--- config.mk ---
export PLATFORM = sky130hd
export DESIGN_NAME = dark_blob_centroid_tracker
export DESIGN_NICKNAME = d
export VERILOG_FILES = /design/src/hw/rtl/dbct_pkg.sv /design/src/hw/rtl/dbct_front.sv /design/src/hw/rtl/dbct_queue.sv /design/src/hw/rtl/dbct_div.sv /design/src/hw/rtl/dbct_back.sv /design/src/hw/rtl/dark_blob_centroid_tracker.sv
export SDC_FILE = /design/constraint.sdc
export NUM_CORES = 2
export LEC_CHECK = 0
export ABC_AREA = 1
export CORE_MARGIN = 4
export CORE_UTILIZATION = 50
export CTS_CLUSTER_DIAMETER = 30
export DETAILED_ROUTE_END_ITERATION = 8
export DONT_BUFFER_PORTS = 1
export GPL_TIMING_DRIVEN = 0
export SLEW_MARGIN = 10
export SYNTH_ARGS = -nofsm -noshare
export SYNTH_HDL_FRONTEND = slang
export SYNTH_SLANG_ARGS = --single-unit
--- constraint.sdc ---
create_clock -name clk -period 15 [get_ports clk]
set_clock_uncertainty 0.05 [all_clocks]
set_input_delay 2.25 -clock clk [delete_from_list [all_inputs] [get_ports clk]]
set_output_delay 2.25 -clock clk [all_outputs]
set_load 0.01 [all_outputs]
--- src/hw/rtl/dbct_pkg.sv ---
// ----------------------------------------------------------------------------
// dbct_pkg
// Shared types and constants of the dark blob centroid tracker.
// ----------------------------------------------------------------------------
package dbct_pkg;

    localparam int XW        = 10;    // coordinate port width
    localparam int CH_W      = 8;     // color channel and intensity width
    localparam int CNT_W     = 21;    // kept pixel count width
    localparam int CFG_IDX_W = 2;
    localparam int CFG_W     = 11;
    localparam int RAD_W     = 11;
    localparam int LIM_SQ_W  = 23;    // radius*radius + radius
    localparam int QDEPTH    = 4;
    localparam int QPTR_W    = 2;

    // register indexes
    localparam logic [CFG_IDX_W-1:0] REG_THRESHOLD = 2'd0;
    localparam logic [CFG_IDX_W-1:0] REG_DARK_MODE = 2'd1;
    localparam logic [CFG_IDX_W-1:0] REG_RADIUS    = 2'd2;

    localparam logic [CH_W-1:0]  THRESHOLD_RST = 8'd20;
    localparam logic [RAD_W-1:0] RADIUS_RST    = 11'd50;

    // x of the center reported when no pixel was kept
    localparam logic [XW-1:0] EMPTY_X = 10'd7;

    // divide by three: (s * 683) >> 11 is exact for s up to 765
    localparam logic [9:0] RECIP_3     = 10'd683;
    localparam int         RECIP_SHIFT = 11;

    typedef struct packed {
        logic [CH_W-1:0]  threshold;
        logic             dark_mode;
        logic [RAD_W-1:0] radius;
    } cfg_t;

    typedef struct packed {
        logic            cmd;
        logic            last;
        logic            level_ok;
        logic [XW-1:0]   x;
        logic [XW-1:0]   y;
        logic [CH_W-1:0] inten;
    } item_t;

    typedef struct packed {
        logic [XW-1:0]    cx;
        logic [XW-1:0]    cy;
        logic [CH_W-1:0]  inten;
        logic             found;
        logic [CNT_W-1:0] count;
    } result_t;

endpackage

--- src/hw/rtl/dbct_front.sv ---
// ----------------------------------------------------------------------------
// dbct_front
// Classifies an incoming item: pixel intensity and threshold check.
// ----------------------------------------------------------------------------
module dbct_front
    import dbct_pkg::*;
(
    input  cfg_t            cfg,
    input  logic            command,
    input  logic [XW-1:0]   pixel_x,
    input  logic [XW-1:0]   pixel_y,
    input  logic [CH_W-1:0] red,
    input  logic [CH_W-1:0] green,
    input  logic [CH_W-1:0] blue,
    input  logic            frame_last,
    output item_t           item
);

    logic [9:0]      chan_sum;
    logic [19:0]     scaled;
    logic [CH_W-1:0] inten;

    assign chan_sum = 10'(red) + 10'(green) + 10'(blue);
    assign scaled   = 20'(chan_sum) * 20'(RECIP_3);
    assign inten    = scaled[RECIP_SHIFT +: CH_W];

    always_comb
    begin
        item.cmd      = command;
        item.last     = frame_last;
        item.level_ok = cfg.dark_mode ? (inten < cfg.threshold) : (inten > cfg.threshold);
        item.x        = pixel_x;
        item.y        = pixel_y;
        item.inten    = inten;
    end

endmodule

--- src/hw/rtl/dbct_queue.sv ---
// ----------------------------------------------------------------------------
// dbct_queue
// Short queue of classified items between the front and the back.
// ----------------------------------------------------------------------------
module dbct_queue
    import dbct_pkg::*;
(
    input  logic  clk,
    input  logic  rst_n,
    input  logic  wr_en,
    input  item_t wr_item,
    output logic  full,
    input  logic  rd_en,
    output item_t rd_item,
    output logic  empty
);

    item_t              mem [QDEPTH];
    logic [QPTR_W-1:0]  wr_ptr_reg;
    logic [QPTR_W-1:0]  rd_ptr_reg;
    logic [QPTR_W:0]    cnt_reg;
    logic [QPTR_W:0]    cnt_next;

    assign full    = (cnt_reg == (QPTR_W+1)'(QDEPTH));
    assign empty   = (cnt_reg == '0);
    assign rd_item = mem[rd_ptr_reg];

    always_comb
    begin
        cnt_next = cnt_reg;
        if (wr_en && !rd_en)
        begin
            cnt_next = cnt_reg + 1'b1;
        end
        else if (!wr_en && rd_en)
        begin
            cnt_next = cnt_reg - 1'b1;
        end
    end

    always_ff @(posedge clk or negedge rst_n)
    begin
        if (!rst_n)
        begin
            wr_ptr_reg <= '0;
            rd_ptr_reg <= '0;
            cnt_reg    <= '0;
        end
        else
        begin
            if (wr_en)
            begin
                wr_ptr_reg <= wr_ptr_reg + 1'b1;
            end
            if (rd_en)
            begin
                rd_ptr_reg <= rd_ptr_reg + 1'b1;
            end
            cnt_reg <= cnt_next;
        end
    end

    always_ff @(posedge clk)
    begin
        if (wr_en)
        begin
            mem[wr_ptr_reg] <= wr_item;
        end
    end

endmodule

--- src/hw/rtl/dbct_div.sv ---
// ----------------------------------------------------------------------------
// dbct_div
// Three-lane restoring divider sharing one divisor, one quotient bit a cycle.
// ----------------------------------------------------------------------------
module dbct_div
    import dbct_pkg::*;
#(
    parameter int NW = 31
)
(
    input  logic             clk,
    input  logic             rst_n,
    input  logic             start,
    input  logic [NW-1:0]    num_x,
    input  logic [NW-1:0]    num_y,
    input  logic [NW-1:0]    num_i,
    input  logic [CNT_W-1:0] den,
    input  logic             ack,
    output logic             busy,
    output logic             done,
    output logic [NW-1:0]    quo_x,
    output logic [NW-1:0]    quo_y,
    output logic [NW-1:0]    quo_i,
    output logic [CNT_W-1:0] den_out
);

    localparam int STEP_W = $clog2(NW);

    localparam logic [1:0] S_IDLE = 2'd0;
    localparam logic [1:0] S_RUN  = 2'd1;
    localparam logic [1:0] S_DONE = 2'd2;

    logic [1:0]        state_reg;
    logic [1:0]        state_next;
    logic [STEP_W-1:0] step_reg;
    logic [CNT_W-1:0]  den_reg;
    logic [NW-1:0]     num_reg  [3];
    logic [CNT_W-1:0]  rem_reg  [3];
    logic [NW-1:0]     num_next [3];
    logic [CNT_W-1:0]  rem_next [3];
    logic [CNT_W:0]    trial    [3];

    // one restoring step per lane
    always_comb
    begin
        for (int k = 0; k < 3; k++)
        begin
            trial[k] = {rem_reg[k], num_reg[k][NW-1]};
            if (trial[k] >= {1'b0, den_reg})
            begin
                rem_next[k] = CNT_W'(trial[k] - {1'b0, den_reg});
                num_next[k] = {num_reg[k][NW-2:0], 1'b1};
            end
            else
            begin
                rem_next[k] = CNT_W'(trial[k]);
                num_next[k] = {num_reg[k][NW-2:0], 1'b0};
            end
        end
    end

    always_comb
    begin
        state_next = state_reg;
        case (state_reg)
            S_IDLE:
            begin
                if (start)
                begin
                    state_next = S_RUN;
                end
            end
            S_RUN:
            begin
                if (step_reg == '0)
                begin
                    state_next = S_DONE;
                end
            end
            S_DONE:
            begin
                if (ack)
                begin
                    state_next = S_IDLE;
                end
            end
            default:
            begin
                state_next = S_IDLE;
            end
        endcase
    end

    always_ff @(posedge clk or negedge rst_n)
    begin
        if (!rst_n)
        begin
            state_reg <= S_IDLE;
            step_reg  <= '0;
        end
        else
        begin
            state_reg <= state_next;
            if (state_reg == S_IDLE && start)
            begin
                step_reg <= STEP_W'(NW - 1);
            end
            else if (state_reg == S_RUN)
            begin
                step_reg <= step_reg - 1'b1;
            end
        end
    end

    always_ff @(posedge clk)
    begin
        if (state_reg == S_IDLE && start)
        begin
            den_reg    <= den;
            num_reg[0] <= num_x;
            num_reg[1] <= num_y;
            num_reg[2] <= num_i;
            for (int k = 0; k < 3; k++)
            begin
                rem_reg[k] <= '0;
            end
        end
        else if (state_reg == S_RUN)
        begin
            for (int k = 0; k < 3; k++)
            begin
                num_reg[k] <= num_next[k];
                rem_reg[k] <= rem_next[k];
            end
        end
    end

    assign busy    = (state_reg != S_IDLE);
    assign done    = (state_reg == S_DONE);
    assign quo_x   = num_reg[0];
    assign quo_y   = num_reg[1];
    assign quo_i   = num_reg[2];
    assign den_out = den_reg;

endmodule

--- src/hw/rtl/dbct_back.sv ---
// ----------------------------------------------------------------------------
// dbct_back
// Distance test, accumulation, frame-end division and result register.
// ----------------------------------------------------------------------------
module dbct_back
    import dbct_pkg::*;
#(
    parameter int CW = 10
)
(
    input  logic             clk,
    input  logic             rst_n,
    input  logic [RAD_W-1:0] radius,
    input  item_t            head,
    input  logic             q_empty,
    output logic             q_pop,
    output result_t          res,
    output logic             res_empty,
    input  logic             res_pop
);

    localparam int SQ_W  = 2 * CW;
    localparam int SW    = (SQ_W + 1 > LIM_SQ_W) ? SQ_W + 1 : LIM_SQ_W;
    localparam int SXW   = CW + CNT_W;
    localparam int SIW   = CH_W + CNT_W;
    localparam int NW    = (SXW > SIW) ? SXW : SIW;

    logic [LIM_SQ_W-1:0] lim_sq_reg;

    // previous center
    logic [CW-1:0] prev_x_reg;
    logic [CW-1:0] prev_y_reg;

    // stage a
    logic            a_valid_reg;
    logic            a_last_reg;
    logic            a_level_reg;
    logic [CW-1:0]   a_x_reg;
    logic [CW-1:0]   a_y_reg;
    logic [CH_W-1:0] a_inten_reg;
    logic [SQ_W-1:0] a_dx2_reg;
    logic [SQ_W-1:0] a_dy2_reg;

    // accumulators
    logic [SXW-1:0]   sum_x_reg;
    logic [SXW-1:0]   sum_y_reg;
    logic [SIW-1:0]   sum_i_reg;
    logic [CNT_W-1:0] cnt_reg;
    logic [SXW-1:0]   sum_x_next;
    logic [SXW-1:0]   sum_y_next;
    logic [SIW-1:0]   sum_i_next;
    logic [CNT_W-1:0] cnt_next;

    logic [CW-1:0] hx;
    logic [CW-1:0] hy;
    logic [CW-1:0] dx;
    logic [CW-1:0] dy;
    logic          near_ok;
    logic          keep;
    logic          a_go;
    logic          div_start;

    logic             div_busy;
    logic             div_done;
    logic             capture;
    logic [NW-1:0]    quo_x;
    logic [NW-1:0]    quo_y;
    logic [NW-1:0]    quo_i;
    logic [CNT_W-1:0] div_den;

    logic    res_valid_reg;
    result_t res_reg;

    assign hx = CW'(head.x);
    assign hy = CW'(head.y);
    assign dx = (hx >= prev_x_reg) ? hx - prev_x_reg : prev_x_reg - hx;
    assign dy = (hy >= prev_y_reg) ? hy - prev_y_reg : prev_y_reg - hy;

    // a center change is pending while a frame end is in stage a or dividing
    assign q_pop = !q_empty && !div_busy && !(a_valid_reg && a_last_reg);

    assign a_go      = a_valid_reg && !(a_last_reg && div_busy);
    assign div_start = a_go && a_last_reg;

    assign near_ok = (SW'(a_dx2_reg) + SW'(a_dy2_reg)) <= SW'(lim_sq_reg);
    assign keep    = a_go && a_level_reg && near_ok && !cnt_reg[CNT_W-1];

    always_comb
    begin
        sum_x_next = sum_x_reg;
        sum_y_next = sum_y_reg;
        sum_i_next = sum_i_reg;
        cnt_next   = cnt_reg;
        if (keep)
        begin
            sum_x_next = sum_x_reg + SXW'(a_x_reg);
            sum_y_next = sum_y_reg + SXW'(a_y_reg);
            sum_i_next = sum_i_reg + SIW'(a_inten_reg);
            cnt_next   = cnt_reg + 1'b1;
        end
    end

    always_ff @(posedge clk)
    begin
        lim_sq_reg <= LIM_SQ_W'(radius) * LIM_SQ_W'(radius) + LIM_SQ_W'(radius);
        if (q_pop && !head.cmd)
        begin
            a_last_reg  <= head.last;
            a_level_reg <= head.level_ok;
            a_x_reg     <= hx;
            a_y_reg     <= hy;
            a_inten_reg <= head.inten;
            a_dx2_reg   <= SQ_W'(dx) * SQ_W'(dx);
            a_dy2_reg   <= SQ_W'(dy) * SQ_W'(dy);
        end
    end

    dbct_div #(
        .NW (NW)
    ) u_div (
        .clk     (clk),
        .rst_n   (rst_n),
        .start   (div_start),
        .num_x   (NW'(sum_x_next)),
        .num_y   (NW'(sum_y_next)),
        .num_i   (NW'(sum_i_next)),
        .den     (cnt_next),
        .ack     (capture),
        .busy    (div_busy),
        .done    (div_done),
        .quo_x   (quo_x),
        .quo_y   (quo_y),
        .quo_i   (quo_i),
        .den_out (div_den)
    );

    assign capture = div_done && (!res_valid_reg || res_pop);

    always_ff @(posedge clk or negedge rst_n)
    begin
        if (!rst_n)
        begin
            a_valid_reg   <= 1'b0;
            prev_x_reg    <= '0;
            prev_y_reg    <= '0;
            sum_x_reg     <= '0;
            sum_y_reg     <= '0;
            sum_i_reg     <= '0;
            cnt_reg       <= '0;
            res_valid_reg <= 1'b0;
        end
        else
        begin
            if (q_pop)
            begin
                a_valid_reg <= !head.cmd;
            end
            else if (a_go)
            begin
                a_valid_reg <= 1'b0;
            end

            if (q_pop && head.cmd)
            begin
                prev_x_reg <= hx;
                prev_y_reg <= hy;
            end
            else if (capture && div_den != '0 && quo_x != '0 && quo_y != '0)
            begin
                prev_x_reg <= CW'(quo_x);
                prev_y_reg <= CW'(quo_y);
            end

            if (div_start)
            begin
                sum_x_reg <= '0;
                sum_y_reg <= '0;
                sum_i_reg <= '0;
                cnt_reg   <= '0;
            end
            else
            begin
                sum_x_reg <= sum_x_next;
                sum_y_reg <= sum_y_next;
                sum_i_reg <= sum_i_next;
                cnt_reg   <= cnt_next;
            end

            if (capture)
            begin
                res_valid_reg <= 1'b1;
            end
            else if (res_pop)
            begin
                res_valid_reg <= 1'b0;
            end
        end
    end

    always_ff @(posedge clk)
    begin
        if (capture)
        begin
            res_reg.count <= div_den;
            if (div_den == '0)
            begin
                res_reg.cx    <= EMPTY_X;
                res_reg.cy    <= '0;
                res_reg.inten <= '0;
                res_reg.found <= 1'b0;
            end
            else
            begin
                res_reg.cx    <= XW'(quo_x);
                res_reg.cy    <= XW'(quo_y);
                res_reg.inten <= CH_W'(quo_i);
                res_reg.found <= 1'b1;
            end
        end
    end

    assign res       = res_reg;
    assign res_empty = !res_valid_reg;

endmodule

--- src/hw/rtl/dark_blob_centroid_tracker.sv ---
// ----------------------------------------------------------------------------
// dark_blob_centroid_tracker
// Thresholded blob centroid tracker over a stream of rgb pixels.
// ----------------------------------------------------------------------------
// Pixels stream in one per clock while the queue is not full: each pushed
// item is classified by its intensity floor((r+g+b)/3) against the threshold
// (dark or light mode) and parked in a four-entry queue; the back end pops
// one pixel per clock while no frame end is pending, tests its distance to
// the previous center (dx*dx+dy*dy <= limit*limit+limit) and accumulates kept
// pixels. A pixel with frame_last set closes the frame: the back end then
// runs a three-lane divider for the means, one quotient bit at a time, and
// pops nothing else until the new center is settled, so the queue absorbs the
// first pixels of the next frame. A set-center command moves the center as
// it is popped. Results leave through a one-deep output register, so the
// back end keeps working while a result waits to be popped. Configuration
// writes are taken every cycle and must only happen while the block is idle.
// ----------------------------------------------------------------------------
module dark_blob_centroid_tracker
    import dbct_pkg::*;
#(
    parameter int COORD_BITS = 10
)
(
    input  logic                 clk,
    input  logic                 rst_n,
    // pixel input
    input  logic                 push,
    output logic                 full,
    input  logic                 command,
    input  logic [XW-1:0]        pixel_x,
    input  logic [XW-1:0]        pixel_y,
    input  logic [CH_W-1:0]      red,
    input  logic [CH_W-1:0]      green,
    input  logic [CH_W-1:0]      blue,
    input  logic                 frame_last,
    // result output
    output logic                 empty,
    input  logic                 pop,
    output logic [XW-1:0]        centroid_x,
    output logic [XW-1:0]        centroid_y,
    output logic [CH_W-1:0]      mean_intensity,
    output logic                 found,
    output logic [CNT_W-1:0]     kept_count,
    // configuration write
    input  logic                 cfg_valid,
    output logic                 cfg_ready,
    input  logic [CFG_IDX_W-1:0] cfg_index,
    input  logic [CFG_W-1:0]     cfg_data
);

    cfg_t    cfg_reg;
    item_t   front_item;
    item_t   head_item;
    logic    q_empty;
    logic    q_pop;
    logic    push_ok;
    result_t res;

    // config writes are always accepted
    assign cfg_ready = 1'b1;

    always_ff @(posedge clk or negedge rst_n)
    begin
        if (!rst_n)
        begin
            cfg_reg.threshold <= THRESHOLD_RST;
            cfg_reg.dark_mode <= 1'b1;
            cfg_reg.radius    <= RADIUS_RST;
        end
        else if (cfg_valid && cfg_ready)
        begin
            case (cfg_index)
                REG_THRESHOLD: cfg_reg.threshold <= cfg_data[CH_W-1:0];
                REG_DARK_MODE: cfg_reg.dark_mode <= cfg_data[0];
                REG_RADIUS:    cfg_reg.radius    <= cfg_data[RAD_W-1:0];
                default:
                begin
                    // unknown index, write dropped
                    cfg_reg <= cfg_reg;
                end
            endcase
        end
    end

    // front: intensity and threshold classification
    dbct_front u_front (
        .cfg        (cfg_reg),
        .command    (command),
        .pixel_x    (pixel_x),
        .pixel_y    (pixel_y),
        .red        (red),
        .green      (green),
        .blue       (blue),
        .frame_last (frame_last),
        .item       (front_item)
    );

    // a transaction on the input side
    assign push_ok = push && !full;

    dbct_queue u_queue (
        .clk     (clk),
        .rst_n   (rst_n),
        .wr_en   (push_ok),
        .wr_item (front_item),
        .full    (full),
        .rd_en   (q_pop),
        .rd_item (head_item),
        .empty   (q_empty)
    );

    // back: distance test, sums, frame-end division, result register
    dbct_back #(
        .CW (COORD_BITS)
    ) u_back (
        .clk       (clk),
        .rst_n     (rst_n),
        .radius    (cfg_reg.radius),
        .head      (head_item),
        .q_empty   (q_empty),
        .q_pop     (q_pop),
        .res       (res),
        .res_empty (empty),
        .res_pop   (pop && !empty)
    );

    assign centroid_x     = res.cx;
    assign centroid_y     = res.cy;
    assign mean_intensity = res.inten;
    assign found          = res.found;
    assign kept_count     = res.count;

endmodule

==> impl_metrics.tcl <==
set metrics [dict create \
    setup_ws_ns 5.92 \
    cts_tree "yes" \
    path_class "input pin to flip-flop" \
    r2r-start "u_queue.rd_ptr_reg[0]$_DFFE_PN0P_" \
    grt_pass1_wl_mm 191 \
    cp_max_fo 5 \
    async_flop_share_pct 27.6 \
    reg2regPathDepth 29 \
    worst_pin_slew_ns 1.04 \
    antenna_found_initial 3 \
    place_area_mm2 0.0473 \
    hold_viol 0 \
    hold_end "u_back.res[7]$_DFFE_PP_" \
    clkSinkCount 609 \
    io_buffers 0 \
    synth_edf_count 419 \
    core_area_mm2 0.0903 \
    yosysWarnings 0 \
    min_path_type "flip-flop to flip-flop" \
    post-route-util_pct 58.1 \
    clockBufferDepth 3 \
    clk_latency_ns 0.73 \
    setup_tns_ns 0 \
    worstHoldStart "u_back.u_div.den_out[7]$_DFFE_PP_" \
    die_area_mm2 0.0961 \
    fin_crit_ns 9.08 \
    seq_area_frac_synth_pct 37.8 \
    multi_input_area_mm2 0.0247 \
    cp.required_ns 15.39 \
    status "complete, no violations" \
    rsz0062_at_grt "false" \
    cts_resized 0 \
    slew_headroom_pct 31.0 \
    syn_area_per_cell_um2 8.51 \
    die_y_um 310 \
    setup_violations 0 \
    firstDrtPassIters 6 \
    wl_per_cell_um 17.4 \
    cap_viol_max_count 0 \
    h-tree-depth 4 \
    synth_flop_cell "edfxtp_1" \
    synth_seq_cells 609 \
    largest_reg_flops 124 \
    fill_cells 8205 \
    fin_area_mm2 0.0525 \
    cp-end-kind "flip-flop" \
    fp.dieW_um 310 \
    cp.arrival_ns 9.47 \
    fmax_mhz 110 \
    drv_slew 0 \
    critPathLaunchType "input pin" \
    initial_core_util_pct 50.5 \
    grt_max_degree 169 \
    nets 6192 \
    grt_pass1_vias 35900 \
    synth_cell_type_count 61 \
    holdPathStages 0 \
    finalCritPeriodShare_pct 60.5 \
    postCtsHoldBufs 0 \
    first_iter_violations 2522 \
    place_congestion 0.921 \
    cp_slowest_cell "fa_1" \
    syn_to_final_growth_pct 15.1 \
    syn_area_mm2 0.0456 \
    num_io_pins 117 \
    root_buffer "clkbuf_16" \
    rows 110 \
    dp_slack_ns 5.21 \
    drcViolationCount 0 \
    regArea_mm2 0.0172 \
    drt_wl_total_mm 118 \
    grt-ovfl-total 0 \
    crit_path_max_incr_delay_ns 0.53 \
    vias 35900 \
    synthCells 5358 \
    synth_fp_nets 6034 \
    clkTransAtPathRegs_ns 0.05 \
    r2r_end "u_back.a_dx2_reg[18]$_DFFE_PP_" \
    postRouteAntennaNets 0 \
    rrSetupSlack_ns 6.19 \
    track_usage_pct 25.1 \
    cts_setup_buffers 0 \
    hpwl_mm 91.4 \
    drive_gt1_share_pct 6.31 \
    cts_buffers 147 \
    viasPerCell 5.26 \
]
cells in the mapped netlist (6+ instances only):
| master | n | area [um2] |
|---|---|---|
| nand2_1 | 1260 | 4730 |
| inv_1 | 832 | 3120 |
| nor2_1 | 433 | 1630 |
| edfxtp_1 | 419 | 12600 |
| ha_1 | 409 | 5120 |
| a21oi_1 | 330 | 1650 |
| o21ai_0 | 288 | 1440 |
| nand3_1 | 211 | 1060 |
| fa_1 | 203 | 4060 |
| xor2_1 | 190 | 1660 |
| dfrtp_1 | 162 | 4050 |
| clkbuf_1 | 107 | 402 |
| nand4_1 | 96 | 601 |
| xnor2_1 | 79 | 692 |
| nor3_1 | 57 | 285 |
| nor4_1 | 31 | 194 |
| a21o_1 | 22 | 165 |
| buf_2 | 22 | 110 |
| dfxtp_1 | 22 | 440 |
| a32oi_1 | 18 | 158 |
| o22ai_1 | 16 | 100 |
| o21bai_1 | 15 | 113 |
| or2_2 | 13 | 81.3 |
| o211ai_1 | 10 | 75.1 |
| o21a_1 | 9 | 67.6 |
| a31oi_1 | 7 | 43.8 |
| inv_2 | 7 | 26.3 |
| buf_1 | 6 | 22.5 |
| dfstp_2 | 6 | 158 |
| nand2_2 | 6 | 37.5 |
| nand3b_1 | 6 | 45.0 |
| o21ai_1 | 6 | 30.0 |
routing by layer:
layer	vias up	wire, um	global-route usage [%]
met5	-	0	0
li1	17900	-	-
met3	208	5450	4.57
met1	17100	52000	32.4
met2	736	57000	42.8
met4	0	3930	8.91
cells by family after synthesis:
group | after synthesis | synth area share (%)
and+or+nand+nor | 2129 | 19.4
buffers and inverters | 979 | 8.16
AOI/OAI and AO/OA | 748 | 8.94
adders and majority gates | 612 | 20.1
DFF | 609 | 37.8
xor gates and xnor gates | 276 | 5.49
muxes | 4 | 0.0960
other | 1 | 0.00822
how the worst max path moves through the flow:
stage	startpoint	endpoint	slack [ns]
floorplan	red[0]	u_queue.mem[0][28]$_DFFE_PP_	5.90
global placement	red[0]	u_queue.mem[3][28]$_DFFE_PP_	5.21
detailed placement	red[0]	u_queue.mem[3][28]$_DFFE_PP_	5.21
CTS	red[0]	u_queue.mem[3][28]$_DFFE_PP_	5.95
global route	red[2]	u_queue.mem[3][28]$_DFFE_PP_	5.39
finish	red[0]	u_queue.mem[2][28]$_DFFE_PP_	5.92
critical path, delay by kind of cell:
kind	cells	cell delay (ns)
adders and majority gates	10	3.52
and+or+nand+nor	14	1.75
AOI/OAI and AO/OA	4	0.60
xor gates and xnor gates	2	0.59
muxes	1	0.41
buffers and inverters	6	0.35
cell usage in the layout (no fill, tap or decap), drive strengths merged, types with 5 or more instances in the layout:
master	n
nor3	57
a21oi	330
or2	13
nand2	1269
a32oi	18
xnor2	80
nor4	31
buf	39
o22ai	16
clkbuf	286
dfxtp	22
fa	203
o21a	9
nand3b	6
nor2	438
dfstp	6
dfrtp	162
a21boi	5
a31oi	7
nand3	214
o21bai	15
ha	409
bufinv	19
o211ai	10
o21ai	300
edfxtp	419
clkinv	44
inv	860
a21o	22
nand4	97
clkinvlp	14
xor2	196
area by class of cell:
type | count | area share (%)
multi-input cells | 3770 | 47.1
flip-flops and latches | 609 | 32.8
clock buffers | 179 | 7.63
inverters | 842 | 6.03
well taps | 1176 | 2.80
clock inverters | 95 | 2.14
plain buffers | 137 | 1.06
repair buffers | 9 | 0.415
diodes | 4 | 0.0191
per-stage QoR:
step / cells / hold slack [ns]
after CTS: 6817 / 0.401
after global routing: 6817 / 0.413
after floorplan: 5358 / 0.376
after detailed placement: 6543 / 0.390
final: 6821 / 0.397
after global placement: 6534 / 0.385
Power is not shown: default switching activity piles up to over one toggle a cycle in this logic, so the estimate is an artifact.
